**src/rtl/core/hbmt_pkg.sv**
```systemverilog
package hbmt_pkg;

  localparam int TABLE_DEPTH_DEF = 32;
  localparam int RESULT_LIMIT    = 32;
  localparam int RES_CNT_W       = $clog2(RESULT_LIMIT + 1);

  localparam logic [15:0] FAIL_AFTER_RST   = 16'd5;
  localparam logic [15:0] REMOVE_AFTER_RST = 16'd20;

  localparam logic OP_UPDATE = 1'b0;
  localparam logic OP_SWEEP  = 1'b1;

  localparam logic [2:0] ST_REFRESHED = 3'd0;
  localparam logic [2:0] ST_UNCHANGED = 3'd1;
  localparam logic [2:0] ST_ADDED     = 3'd2;
  localparam logic [2:0] ST_DROPPED   = 3'd3;
  localparam logic [2:0] ST_LIVE      = 3'd4;
  localparam logic [2:0] ST_NONE      = 3'd5;

  localparam logic CFG_FAIL_AFTER   = 1'b0;
  localparam logic CFG_REMOVE_AFTER = 1'b1;

  typedef struct packed {
    logic [31:0] id;
    logic [15:0] port;
    logic [31:0] beat;
    logic [31:0] tstamp;
  } entry_t;

endpackage

```
**src/rtl/core/hbmt_item_if.sv**
```systemverilog
interface hbmt_item_if;
  logic        valid;
  logic        ready;
  logic        op;
  logic [31:0] node_id;
  logic [15:0] node_port;
  logic [31:0] beat_count;
  logic [31:0] now;

  modport source (output valid, op, node_id, node_port, beat_count, now, input ready);
  modport sink (input valid, op, node_id, node_port, beat_count, now, output ready);
endinterface

```
**src/rtl/core/hbmt_result_if.sv**
```systemverilog
interface hbmt_result_if;
  logic        valid;
  logic        ready;
  logic [2:0]  status;
  logic [31:0] out_id;
  logic [15:0] out_port;
  logic [31:0] out_beat;
  logic        last;

  modport source (output valid, status, out_id, out_port, out_beat, last, input ready);
  modport sink (input valid, status, out_id, out_port, out_beat, last, output ready);
endinterface

```
**src/rtl/core/hbmt_cfg_if.sv**
```systemverilog
interface hbmt_cfg_if;
  logic        valid;
  logic        ready;
  logic        index;
  logic [15:0] data;

  modport source (output valid, index, data, input ready);
  modport sink (input valid, index, data, output ready);
endinterface

```
**src/rtl/core/hbmt_ram.sv**
```systemverilog
module hbmt_ram #(
  parameter int W     = 8,
  parameter int DEPTH = 32,
  parameter int AW    = (DEPTH > 1) ? $clog2(DEPTH) : 1
) (
  input  logic          clk,
  input  logic          we,
  input  logic [AW-1:0] waddr,
  input  logic [W-1:0]  wdata,
  input  logic [AW-1:0] raddr,
  output logic [W-1:0]  rdata
);

  logic [W-1:0] mem [DEPTH];

  always_ff @(posedge clk) begin
    if (we) begin
      mem[waddr] <= wdata;
    end
    rdata <= mem[raddr];
  end

endmodule

```
**src/rtl/core/heartbeat_membership_table.sv**
```systemverilog
// Heartbeat membership table.
// Channels: req (item in: op, node_id, node_port, beat_count, now), rsp (results
// out: status, out_id, out_port, out_beat, last) and cfg (register writes:
// index 0 fail_after, index 1 remove_after; always ready).
// An update item gives one result: refreshed, unchanged, added or dropped.
// A sweep item deletes entries older than remove_after, compacting the table
// in order, then gives one live result per remaining entry younger than
// fail_after (at most 32, last set on the final one), or one none-live result.
// The table sits in a single RAM with registered read; a sequencer walks it
// one entry at a time (read, then age or key compare and write back).
// An update stops scanning at a match and scans every entry on a miss; a
// sweep walks every entry and also waits while the receiver stalls. The final
// result becomes valid in the same cycle that req.ready returns.
// req.ready is high only when the sequencer is idle; one item at a time.
// Results sit in an output register; a stalled receiver holds the sweep walk
// only when the next live result has to go out.
// Reset empties the table and loads fail_after = 5, remove_after = 20.
module heartbeat_membership_table #(
  parameter int TABLE_DEPTH = hbmt_pkg::TABLE_DEPTH_DEF
) (
  input  logic          clk,
  input  logic          rst,
  hbmt_item_if.sink     req,
  hbmt_result_if.source rsp,
  hbmt_cfg_if.sink      cfg
);

  localparam int AW = (TABLE_DEPTH > 1) ? $clog2(TABLE_DEPTH) : 1;
  localparam int CW = $clog2(TABLE_DEPTH + 1);
  localparam int EW = $bits(hbmt_pkg::entry_t);

  localparam logic [2:0] S_IDLE = 3'd0;
  localparam logic [2:0] S_RD   = 3'd1;
  localparam logic [2:0] S_CHK  = 3'd2;
  localparam logic [2:0] S_MISS = 3'd3;
  localparam logic [2:0] S_FIN  = 3'd4;

  logic [2:0]  state;
  logic        op_r;
  logic [31:0] id_r;
  logic [15:0] port_r;
  logic [31:0] beat_r;
  logic [31:0] now_r;
  logic [15:0] fail_after;
  logic [15:0] remove_after;
  logic [CW-1:0] entry_count;
  logic [CW-1:0] rd;
  logic [CW-1:0] wr;
  logic [hbmt_pkg::RES_CNT_W-1:0] n;
  logic        pend_valid;
  hbmt_pkg::entry_t pend;
  logic [2:0]  res_status;

  hbmt_pkg::entry_t q;
  hbmt_pkg::entry_t wdata;
  logic [EW-1:0] q_raw;
  logic          we;
  logic [AW-1:0] waddr;
  logic [31:0]   age;
  logic          keep;
  logic          live;
  logic          match;
  logic          newer;
  logic          mid_emit;
  logic          stall;
  logic          out_free;
  logic          rsp_load;
  logic [CW-1:0] rd_inc;
  logic          has_room;

  hbmt_ram #(.W(EW), .DEPTH(TABLE_DEPTH), .AW(AW)) u_ram (
    .clk   (clk),
    .we    (we),
    .waddr (waddr),
    .wdata (wdata),
    .raddr (rd[AW-1:0]),
    .rdata (q_raw)
  );

  assign q        = q_raw;
  assign req.ready = (state == S_IDLE);
  assign cfg.ready = 1'b1;
  assign out_free = !rsp.valid || rsp.ready;

  always_comb begin
    age      = now_r - q.tstamp;
    keep     = age <= {16'b0, remove_after};
    live     = keep && (age < {16'b0, fail_after}) &&
               (n < hbmt_pkg::RES_CNT_W'(hbmt_pkg::RESULT_LIMIT));
    match    = (q.id == id_r) && (q.port == port_r);
    newer    = q.beat < beat_r;
    mid_emit = (state == S_CHK) && (op_r == hbmt_pkg::OP_SWEEP) && live && pend_valid;
    stall    = mid_emit && !out_free;
    rsp_load = (mid_emit && !stall) || ((state == S_FIN) && out_free);
    rd_inc   = rd + CW'(1);
    has_room = entry_count < CW'(TABLE_DEPTH);
    we       = 1'b0;
    waddr    = rd[AW-1:0];
    wdata    = q;
    unique case (state)
      S_CHK: begin
        if (op_r == hbmt_pkg::OP_SWEEP) begin
          if (keep && !stall) begin
            we    = 1'b1;
            waddr = wr[AW-1:0];
          end
        end else if (match && newer) begin
          we           = 1'b1;
          wdata.beat   = beat_r;
          wdata.tstamp = now_r;
        end
      end
      S_MISS: begin
        if (has_room) begin
          we    = 1'b1;
          waddr = entry_count[AW-1:0];
          wdata = '{id: id_r, port: port_r, beat: beat_r, tstamp: now_r};
        end
      end
      default: ;
    endcase
  end

  always_ff @(posedge clk) begin
    if (rst) begin
      state        <= S_IDLE;
      entry_count  <= '0;
      fail_after   <= hbmt_pkg::FAIL_AFTER_RST;
      remove_after <= hbmt_pkg::REMOVE_AFTER_RST;
      rsp.valid    <= 1'b0;
      pend_valid   <= 1'b0;
      n            <= '0;
      rd           <= '0;
      wr           <= '0;
    end else begin
      if (cfg.valid) begin
        unique case (cfg.index)
          hbmt_pkg::CFG_FAIL_AFTER:   fail_after   <= cfg.data;
          hbmt_pkg::CFG_REMOVE_AFTER: remove_after <= cfg.data;
          default: ;
        endcase
      end
      if (rsp.valid && rsp.ready && !rsp_load) begin
        rsp.valid <= 1'b0;
      end
      unique case (state)
        S_IDLE: begin
          if (req.valid) begin
            op_r       <= req.op;
            id_r       <= req.node_id;
            port_r     <= req.node_port;
            beat_r     <= req.beat_count;
            now_r      <= req.now;
            rd         <= '0;
            wr         <= '0;
            n          <= '0;
            pend_valid <= 1'b0;
            if (entry_count != '0) begin
              state <= S_RD;
            end else if (req.op == hbmt_pkg::OP_SWEEP) begin
              state <= S_FIN;
            end else begin
              state <= S_MISS;
            end
          end
        end
        S_RD: begin
          state <= S_CHK;
        end
        S_CHK: begin
          if (op_r == hbmt_pkg::OP_SWEEP) begin
            if (!stall) begin
              if (keep) begin
                wr <= wr + CW'(1);
              end
              if (live) begin
                if (pend_valid) begin
                  rsp.valid    <= 1'b1;
                  rsp.status   <= hbmt_pkg::ST_LIVE;
                  rsp.out_id   <= pend.id;
                  rsp.out_port <= pend.port;
                  rsp.out_beat <= pend.beat;
                  rsp.last     <= 1'b0;
                end
                pend       <= q;
                pend_valid <= 1'b1;
                n          <= n + hbmt_pkg::RES_CNT_W'(1);
              end
              rd <= rd_inc;
              if (rd_inc < entry_count) begin
                state <= S_RD;
              end else begin
                state       <= S_FIN;
                entry_count <= keep ? wr + CW'(1) : wr;
              end
            end
          end else if (match) begin
            res_status <= newer ? hbmt_pkg::ST_REFRESHED : hbmt_pkg::ST_UNCHANGED;
            state      <= S_FIN;
          end else begin
            rd    <= rd_inc;
            state <= (rd_inc < entry_count) ? S_RD : S_MISS;
          end
        end
        S_MISS: begin
          if (has_room) begin
            entry_count <= entry_count + CW'(1);
            res_status  <= hbmt_pkg::ST_ADDED;
          end else begin
            res_status  <= hbmt_pkg::ST_DROPPED;
          end
          state <= S_FIN;
        end
        S_FIN: begin
          if (out_free) begin
            rsp.valid <= 1'b1;
            rsp.last  <= 1'b1;
            if (op_r == hbmt_pkg::OP_SWEEP && pend_valid) begin
              rsp.status   <= hbmt_pkg::ST_LIVE;
              rsp.out_id   <= pend.id;
              rsp.out_port <= pend.port;
              rsp.out_beat <= pend.beat;
            end else begin
              rsp.status   <= (op_r == hbmt_pkg::OP_SWEEP) ? hbmt_pkg::ST_NONE : res_status;
              rsp.out_id   <= '0;
              rsp.out_port <= '0;
              rsp.out_beat <= '0;
            end
            state <= S_IDLE;
          end
        end
        default: state <= S_IDLE;
      endcase
    end
  end

  a_count_bound: assert property (@(posedge clk) disable iff (rst)
    entry_count <= CW'(TABLE_DEPTH))
    else $error("entry count above table depth");

  a_result_limit: assert property (@(posedge clk) disable iff (rst)
    n <= hbmt_pkg::RES_CNT_W'(hbmt_pkg::RESULT_LIMIT))
    else $error("too many live results in one sweep");

  a_busy_after_accept: assert property (@(posedge clk) disable iff (rst)
    (req.valid && req.ready) |=> !req.ready)
    else $error("ready while an item is in progress");

  a_compact_order: assert property (@(posedge clk) disable iff (rst)
    (state == S_CHK && op_r == hbmt_pkg::OP_SWEEP) |-> (wr <= rd))
    else $error("compaction write index passed read index");

  a_no_emit_over_full: assert property (@(posedge clk) disable iff (rst)
    (rsp.valid && !rsp.ready) |=> $stable(rsp.status) && $stable(rsp.out_id))
    else $error("result changed while stalled");

endmodule

```
**src/flat_wrapper.sv**
```systemverilog
// flat-port wrapper written by rule: the top's interface ports become plain ports
module heartbeat_membership_table_flat 
#(
  parameter int TABLE_DEPTH = hbmt_pkg::TABLE_DEPTH_DEF
)
  (clk, rst, req_valid, req_op, req_node_id, req_node_port, req_beat_count, req_now, req_ready, rsp_valid, rsp_status, rsp_out_id, rsp_out_port, rsp_out_beat, rsp_last, rsp_ready, cfg_valid, cfg_index, cfg_data, cfg_ready);
  hbmt_item_if req_i ();
  hbmt_result_if rsp_i ();
  hbmt_cfg_if cfg_i ();
  input  logic clk;
  input  logic rst;
  input wire logic [$bits(req_i.valid)-1:0] req_valid;
  input wire logic [$bits(req_i.op)-1:0] req_op;
  input wire logic [$bits(req_i.node_id)-1:0] req_node_id;
  input wire logic [$bits(req_i.node_port)-1:0] req_node_port;
  input wire logic [$bits(req_i.beat_count)-1:0] req_beat_count;
  input wire logic [$bits(req_i.now)-1:0] req_now;
  output wire logic [$bits(req_i.ready)-1:0] req_ready;
  output wire logic [$bits(rsp_i.valid)-1:0] rsp_valid;
  output wire logic [$bits(rsp_i.status)-1:0] rsp_status;
  output wire logic [$bits(rsp_i.out_id)-1:0] rsp_out_id;
  output wire logic [$bits(rsp_i.out_port)-1:0] rsp_out_port;
  output wire logic [$bits(rsp_i.out_beat)-1:0] rsp_out_beat;
  output wire logic [$bits(rsp_i.last)-1:0] rsp_last;
  input wire logic [$bits(rsp_i.ready)-1:0] rsp_ready;
  input wire logic [$bits(cfg_i.valid)-1:0] cfg_valid;
  input wire logic [$bits(cfg_i.index)-1:0] cfg_index;
  input wire logic [$bits(cfg_i.data)-1:0] cfg_data;
  output wire logic [$bits(cfg_i.ready)-1:0] cfg_ready;
  assign req_i.valid = req_valid;
  assign req_i.op = req_op;
  assign req_i.node_id = req_node_id;
  assign req_i.node_port = req_node_port;
  assign req_i.beat_count = req_beat_count;
  assign req_i.now = req_now;
  assign req_ready = req_i.ready;
  assign rsp_valid = rsp_i.valid;
  assign rsp_status = rsp_i.status;
  assign rsp_out_id = rsp_i.out_id;
  assign rsp_out_port = rsp_i.out_port;
  assign rsp_out_beat = rsp_i.out_beat;
  assign rsp_last = rsp_i.last;
  assign rsp_i.ready = rsp_ready;
  assign cfg_i.valid = cfg_valid;
  assign cfg_i.index = cfg_index;
  assign cfg_i.data = cfg_data;
  assign cfg_ready = cfg_i.ready;
  heartbeat_membership_table #(.TABLE_DEPTH(TABLE_DEPTH)) u_core (.clk(clk), .rst(rst), .req(req_i), .rsp(rsp_i), .cfg(cfg_i));
endmodule
```
**config.mk**
```make
export PLATFORM = sky130hd
export DESIGN_NAME = heartbeat_membership_table_flat
export DESIGN_NICKNAME = d
export VERILOG_FILES = /design/src/rtl/core/hbmt_pkg.sv /design/src/rtl/core/hbmt_item_if.sv /design/src/rtl/core/hbmt_result_if.sv /design/src/rtl/core/hbmt_cfg_if.sv /design/src/rtl/core/hbmt_ram.sv /design/src/rtl/core/heartbeat_membership_table.sv /design/src/flat_wrapper.sv
export SDC_FILE = /design/constraint.sdc
export NUM_CORES = 2
export LEC_CHECK = 0
export BUFFER_PORTS_ARGS = -buffer_cell sky130_fd_sc_hd__buf_2
export CAP_MARGIN = 40
export CORE_MARGIN = 2
export CORE_UTILIZATION = 35
export CTS_BUF_LIST = sky130_fd_sc_hd__clkbuf_4 sky130_fd_sc_hd__clkbuf_8
export CTS_CLUSTER_DIAMETER = 50
export DETAILED_ROUTE_END_ITERATION = 7
export REMOVE_ABC_BUFFERS = 1
export SYNTH_ARGS = -nofsm -noshare
export SYNTH_HDL_FRONTEND = slang
export SYNTH_SLANG_ARGS = --single-unit
```
**constraint.sdc**
```tcl
create_clock -name clk -period 12.89 [get_ports clk]
set_clock_uncertainty 0.15 [all_clocks]
set_input_delay 1.289 -clock clk [delete_from_list [all_inputs] [get_ports clk]]
set_output_delay 1.289 -clock clk [all_outputs]
set_load 0.02 [all_outputs]
```
* After elaboration in Yosys (flattened, before gate mapping)
Memories as Yosys holds them, arrays and structs flattened. A register that Yosys moved wholly into a read port is not among the register bits. Cells that the tools add are included.
Operators by class: $add $sub $neg 5, magnitude comparators 6, equality and inequality tests 18, mux-type cells 96, bitwise logic cells 3, reductions and logical operators 36
Operators with widths (number):
- 32-bit two-way mux | 12
- 64-bit two-way mux | 2
- 32-bit one-hot mux with 2 select lines | 2
- 64-bit one-hot mux with 2 select lines | 1
- 112-bit two-way mux | 1
- 16-bit two-way mux | 6
- 6-bit two-way mux | 14
- 3-bit two-way mux | 17
- 48-bit two-way mux | 1
- 6-bit one-hot mux with 2 select lines | 4
- 32-bit == test | 1
- 32-bit by 16-bit <= comparator with 1-bit output | 1
- 32-bit by 16-bit < comparator with 1-bit output | 1
- 32-bit < comparator | 1
- 16-bit one-hot mux with 2 select lines | 1
- 32-bit subtractor | 1
- 6-bit by 1-bit adder with 6-bit output (second input constant) | 4
- 1-bit two-way mux | 23
- 16-bit == test | 1
- 5-bit two-way mux | 3
- 3-bit one-hot mux with 5 select lines | 1
- 5-bit AND reduction | 3
- 1-bit logical AND | 14
- 6-bit < comparator (second input constant) | 2
- other kinds (22) | 47
Word-level totals: bits in registers 341, memory bits (writable) 3584, bits of input ports 135, output and inout bits 87, word-level logic and storage cells 188, memories 1
Memories:
- u_core.u_ram.mem | depth 32, width 112, read ports 1, clocked after memory_dff 1, wr ports 1, RTL line hbmt_ram.sv:14 | logic [W-1:0] mem [DEPTH];

* Depth between registers and ports, before layout
word-level depth 18, depth in mapped cells 23, mapped depth without buffers 22

* Cells and area by module
Synthesis repeated with hierarchy kept, for this count alone.
Second synthesis, totals: cell total of the unflattened synthesis 8183, area, all modules 156226.1 sq um
Modules (own cells, without submodules):
- hbmt_ram | instances 1, cells an instance 6523, area an instance 138266.4 sq um, sequential area each 109865.4 sq um
- heartbeat_membership_table | instances 1, cells an instance 1660, area an instance 17959.7 sq um, sequential area each 9599.2 sq um

* Worst setup path before layout
No wires, ideal clock.
path kind register to register, start point reg u_core.now_r[0], end point reg u_core.pend[100] in the netlist's numbering (enable), library setup time 0.714 ns, arrival time 11.624 ns, required time 12.026 ns, setup slack 0.402 ns, stages on the path, launching flop included 22, path buffers 1, clock period less this slack 12.488 ns, cell sequence edfxtp_1 > inv_1 > ha_1 > fa_1 > nand2b_1 > a21oi_2 > nor2_1 > o21ai_0 > a21o_1 > a21oi_1 > xnor2_1 > ha_1 > nand4_1 > nor2_1 > a221o_1 > o31ai_1 > o211ai_1 > nor4b_1 > nand4_1 > or3_1 > clkbuf_1 > nor4_1
On the way: cells in the longest elaborated chain, start to end 9, elaborated cells on any way between the ends 10, classes of those cells add/sub: 1; order compare: 2; bitwise: 1; reduce/logical: 6
RTL lines:
- start: declaration | RTL line heartbeat_membership_table.sv:43 | logic [31:0] now_r;
- start signal: assignment | RTL line heartbeat_membership_table.sv:153 | now_r <= req.now;
- 32-bit subtractor (*) | RTL line heartbeat_membership_table.sv:86 | age = now_r - q.tstamp;
- 32-bit by 16-bit <= comparator with 1-bit output / 32-bit by 16-bit < comparator with 1-bit output (equally long branches) | RTL line heartbeat_membership_table.sv:87, heartbeat_membership_table.sv:88
- 1-bit logical AND (*) (2 in a row) | RTL line heartbeat_membership_table.sv:88 | live = keep && (age < {16'b0, fail_after}) &&
- 1-bit logical AND (2 in a row) | RTL line heartbeat_membership_table.sv:92 | mid_emit = (state == S_CHK) && (op_r == hbmt_pkg::OP_SWEEP) && live && pend_valid;
- 1-bit logical AND | RTL line heartbeat_membership_table.sv:93 | stall = mid_emit && !out_free;
- 1-bit NOT (no source line)
- 5-bit AND reduction (no source line) (*)
- end signal: assignment | RTL line heartbeat_membership_table.sv:185 | pend <= q;
- end: declaration | RTL line heartbeat_membership_table.sv:51 | hbmt_pkg::entry_t pend;
Mark *: on every way between the ends. The rest lies on a longest branch, timed or not. A chain may end at the register's enable or synchronous reset.

* Worst setup path in the final report
start point reg u_core.now_r[0], end point mem u_core.u_ram.mem[9][9] in the netlist's numbering (enable)
On the way: cells in the longest elaborated chain, start to end 14, elaborated cells on any way between the ends 18, classes of those cells add/sub: 1; order compare: 2; mux: 8; reduce/logical: 7
RTL lines:
- 32-bit subtractor (*) | RTL line heartbeat_membership_table.sv:86
- 32-bit by 16-bit <= comparator with 1-bit output / 32-bit by 16-bit < comparator with 1-bit output (equally long branches) | RTL line heartbeat_membership_table.sv:87, heartbeat_membership_table.sv:88
- 1-bit logical AND (2 in a row) | RTL line heartbeat_membership_table.sv:88
- 1-bit logical AND (2 in a row) | RTL line heartbeat_membership_table.sv:92
- 1-bit logical AND | RTL line heartbeat_membership_table.sv:93
- 1-bit logical NOT | RTL line heartbeat_membership_table.sv:103 | if (keep && !stall) begin
- 1-bit logical AND (*) | RTL line heartbeat_membership_table.sv:103
- 1-bit two-way mux | RTL line heartbeat_membership_table.sv:103
- 1-bit two-way mux | RTL line heartbeat_membership_table.sv:102 | if (op_r == hbmt_pkg::OP_SWEEP) begin
- 1-bit one-hot mux with 2 select lines | RTL line heartbeat_membership_table.sv:100 | unique case (state)
- 1-bit two-way mux | RTL line hbmt_ram.sv:17 | if (we) begin
- 1-bit two-way mux (implied by the code) | RTL line hbmt_ram.sv:18 | mem[waddr] <= wdata;
- end: declaration | RTL line hbmt_ram.sv:14
Marks and branches as above.

==> reports/metrics.yaml <==
drive_above_1_share_pct: 35.7
synth-edff-count: 3863
maxCapViolCount: 0
power_density_nw_per_um2: 152
setup_violations: 0
crit_type: "flip-flop to flip-flop"
cp_max_fo: 82
insertion_delay_ps: 1210
grt_pass1_wl_um: 585000
syn-cell-area_um2: 156000
syn_avg_cell_area_um2: 22.8
synth_top_flop_cell: "edfxtp_1"
die_w_um: 671
cts-root-buf: "clkbuf_8"
grtUsageTotal_pct: 18.1
std_cell_rows: 244
wl_met1_um: 171000
wl_per_cell_um: 29.6
gp_congestion: 0.811
ant_nets: 0
slew_headroom_pct: 20.3
period_share_pct: 64.3
top_layer: "met5"
yosysTopAreaCellShare_pct: 74.5
cts_tree: "done"
grt_pass1_vias: 78065
yosysSeqAreaShare_pct: 76.7
worstSetupEndpointType: "flip-flop"
hpwl_um: 229000
finalCriticalPeriod_ps: 8290
initial_core_util_pct: 35.2
cp.required_ps: 13540
firstDrtPassIters: 5
global_route.overflow_total: 0
cts_resized: 0
io_pins: 222
clockBufferDepth: 4
syn_to_final_growth_pct: 15.3
drtIter0Drc: 8509
status: "finished, final reports clean"
synthCells: 6833
htreeDepth: 6
port_buffers: 220
cp-start-kind: "flip-flop"
yosysUniqueCellTypes: 91
cts_sinks: 4036
worstPathArrival_ps: 8940
setup_tns_ps: 0
fillers: 38538
routed-via-count: 74986
routed_wl_um: 416000
antenna_found_initial: 30
rsz0062_at_grt: "false"
yosysWarnings: 0
coreArea_um2: 442000
power.total_mw: 27.2
drcViolationCount: 0
hold_buffers: 29
tightest_slew_ps: 1200
clk_pin_slew_ps: 60
nNetsFinal: 7832
cts_setup_buffers: 0
die-area_um2: 450000
cts_made_buffers: 665
hold_path.class: "input pin to flip-flop"
hold_viol_final: 0
synth_area_leaders: "edfxtp_1 75%, mux4_2 16%, dfxtp_1 2.2%"
avgViaCountPerCell: 5.34
synth_common_cells: "3,863 x edfxtp_1, 1,120 x mux4_2, 229 x clkbuf_1"
yosysMostFrequentCell: "edfxtp_1"
max_clock_freq_mhz: 121
wl_met3_um: 29600
asyncSetResetFlopFracSynth_pct: 0
wl_met2_um: 203000
p_leak_nw: 55.4
grt_max_degree: 153
hold_ws_ps: 134
synth_top_cell_by_area: "edfxtp_1"
ir_drop_mv: 0.103
finalMaxSlewViolations: 0
synth-seq-cells: 4036
die_h_um: 671
[final timing paths]
path              cells past startpoint                 endpoint                     from  slack [ps]
setup / recovery                     26   u_core.u_ram.mem[9][9]          u_core.now_r[0]        4600
hold / removal                        1          u_core.id_r[15]          req_node_id[15]         130
setup reg to reg                     26   u_core.u_ram.mem[9][9]          u_core.now_r[0]        4600
hold reg to reg                       2  u_core.remove_after[13]  u_core.remove_after[13]         310
[routing by layer]
| metal | vias to the layer above | GRT usage [%] |
|---|---|---|
| met2 | 3206 | 29.7 |
| li1 | 30535 | - |
| met1 | 40580 | 24.6 |
| met5 | - | 0 |
| met4 | 2 | 5.64 |
| met3 | 663 | 3.06 |
[sequential cells by signal, indices dropped and copies added, names as in the netlist, 2 cells and up]
name and cells:
u_core.rsp.status 3, u_core.rsp.out_port 16, u_core.fail_after 16, u_core.port_r 16
u_core.state 3, u_core.rsp.out_id 32, u_core.entry_count 6, u_core.n 6
u_core.id_r 32, u_core.pend 80, u_core.rd 6, u_core.wr 6
u_core.rsp.out_beat 32, u_core.res_status 2, u_core.u_ram.rdata 112, u_core.beat_r 32
u_core.remove_after 16, u_core.u_ram.mem 3584, u_core.now_r 32
[cell families (layout without fill, tap and decap cells)]
kind of cell             count (synthesis)  count (layout)  synth area share (%)
adder cells (fa/ha/maj)                104             104                 0.841
other                                    1              13               0.00241
multiplexers                          1356            1356                  17.9
XOR/XNOR                                76              76                 0.428
AO/OA/AOI/OAI                          307             307                  1.31
AND/OR/NAND/NOR                        508             508                  1.69
flip-flops                            4036            4036                  76.7
buffers and inverters                  445            1749                  1.09
[layout make-up]
type | instances | area (um^2) | share of cell area, %
multi-input cells | 2352 | 34900 | 19.4
inverters | 117 | 447 | 0.249
flip-flops and latches | 4036 | 119000 | 66.6
clock inverters | 277 | 2130 | 1.18
clock buffers | 934 | 11400 | 6.35
diodes | 12 | 30.0 | 0.0167
well taps | 5904 | 7390 | 4.11
repair buffers | 421 | 3780 | 2.11
[layout by cell type, fill, tap and decap left out, types with 25 or more instances in the layout]
master and count:
buf_2 221, nor2_1 64, a21o_1 25, and2_1 86, clkbuf_4 233, nand4_1 31, mux2_2 224, nand2_1 138
clkinv_1 124, clkbuf_8 701, inv_1 115, buf_4 94, clkinv_2 64, ha_1 103, buf_12 47, dlygate4sd3_1 29
edfxtp_1 3863, a21oi_1 113, nor2_4 34, mux4_2 1120, o21ai_0 40, xor2_1 53, dfxtp_1 169
[power breakdown]
group	switching (mW)	total, mW	internal, mW
clock network	5.26	11.4	6.11
logic	0.827	1.31	0.484
registers	0.0678	14.6	14.5
total	6.16	27.2	21.1
[critical path, cell delays in order, from the launching register on]
cell and delay (ps):
edfxtp_1 370, inv_1 60, ha_1 200, fa_1 410, nand2b_1 200, a21oi_2 310, nor2_1 130, o21ai_0 330
a21o_1 170, a21oi_1 70, xnor2_1 340, ha_1 340, nand4_1 140, nor2_1 50, a221o_1 320, o31ai_1 220
buf_2 220, a21boi_0 220, nand4_1 220, or4_4 550, nor2_1 370, mux2i_1 380, o2111ai_2 350, buf_6 270
nor2_4 560, buf_12 270, buf_12 500
[through the flow]
step	instances	area, um^2	utilization, %	setup slack, ps
final	14053	180000	40.6	4600
after CTS	14040	179000	40.6	4500
after global placement	12750	165000	37.2	3810
after global routing	14049	180000	40.6	4110
after detailed placement	12800	166000	37.4	4580
after floorplan	6505	154000	-	-30370
Note: power is estimated with default switching activity, not from simulation.
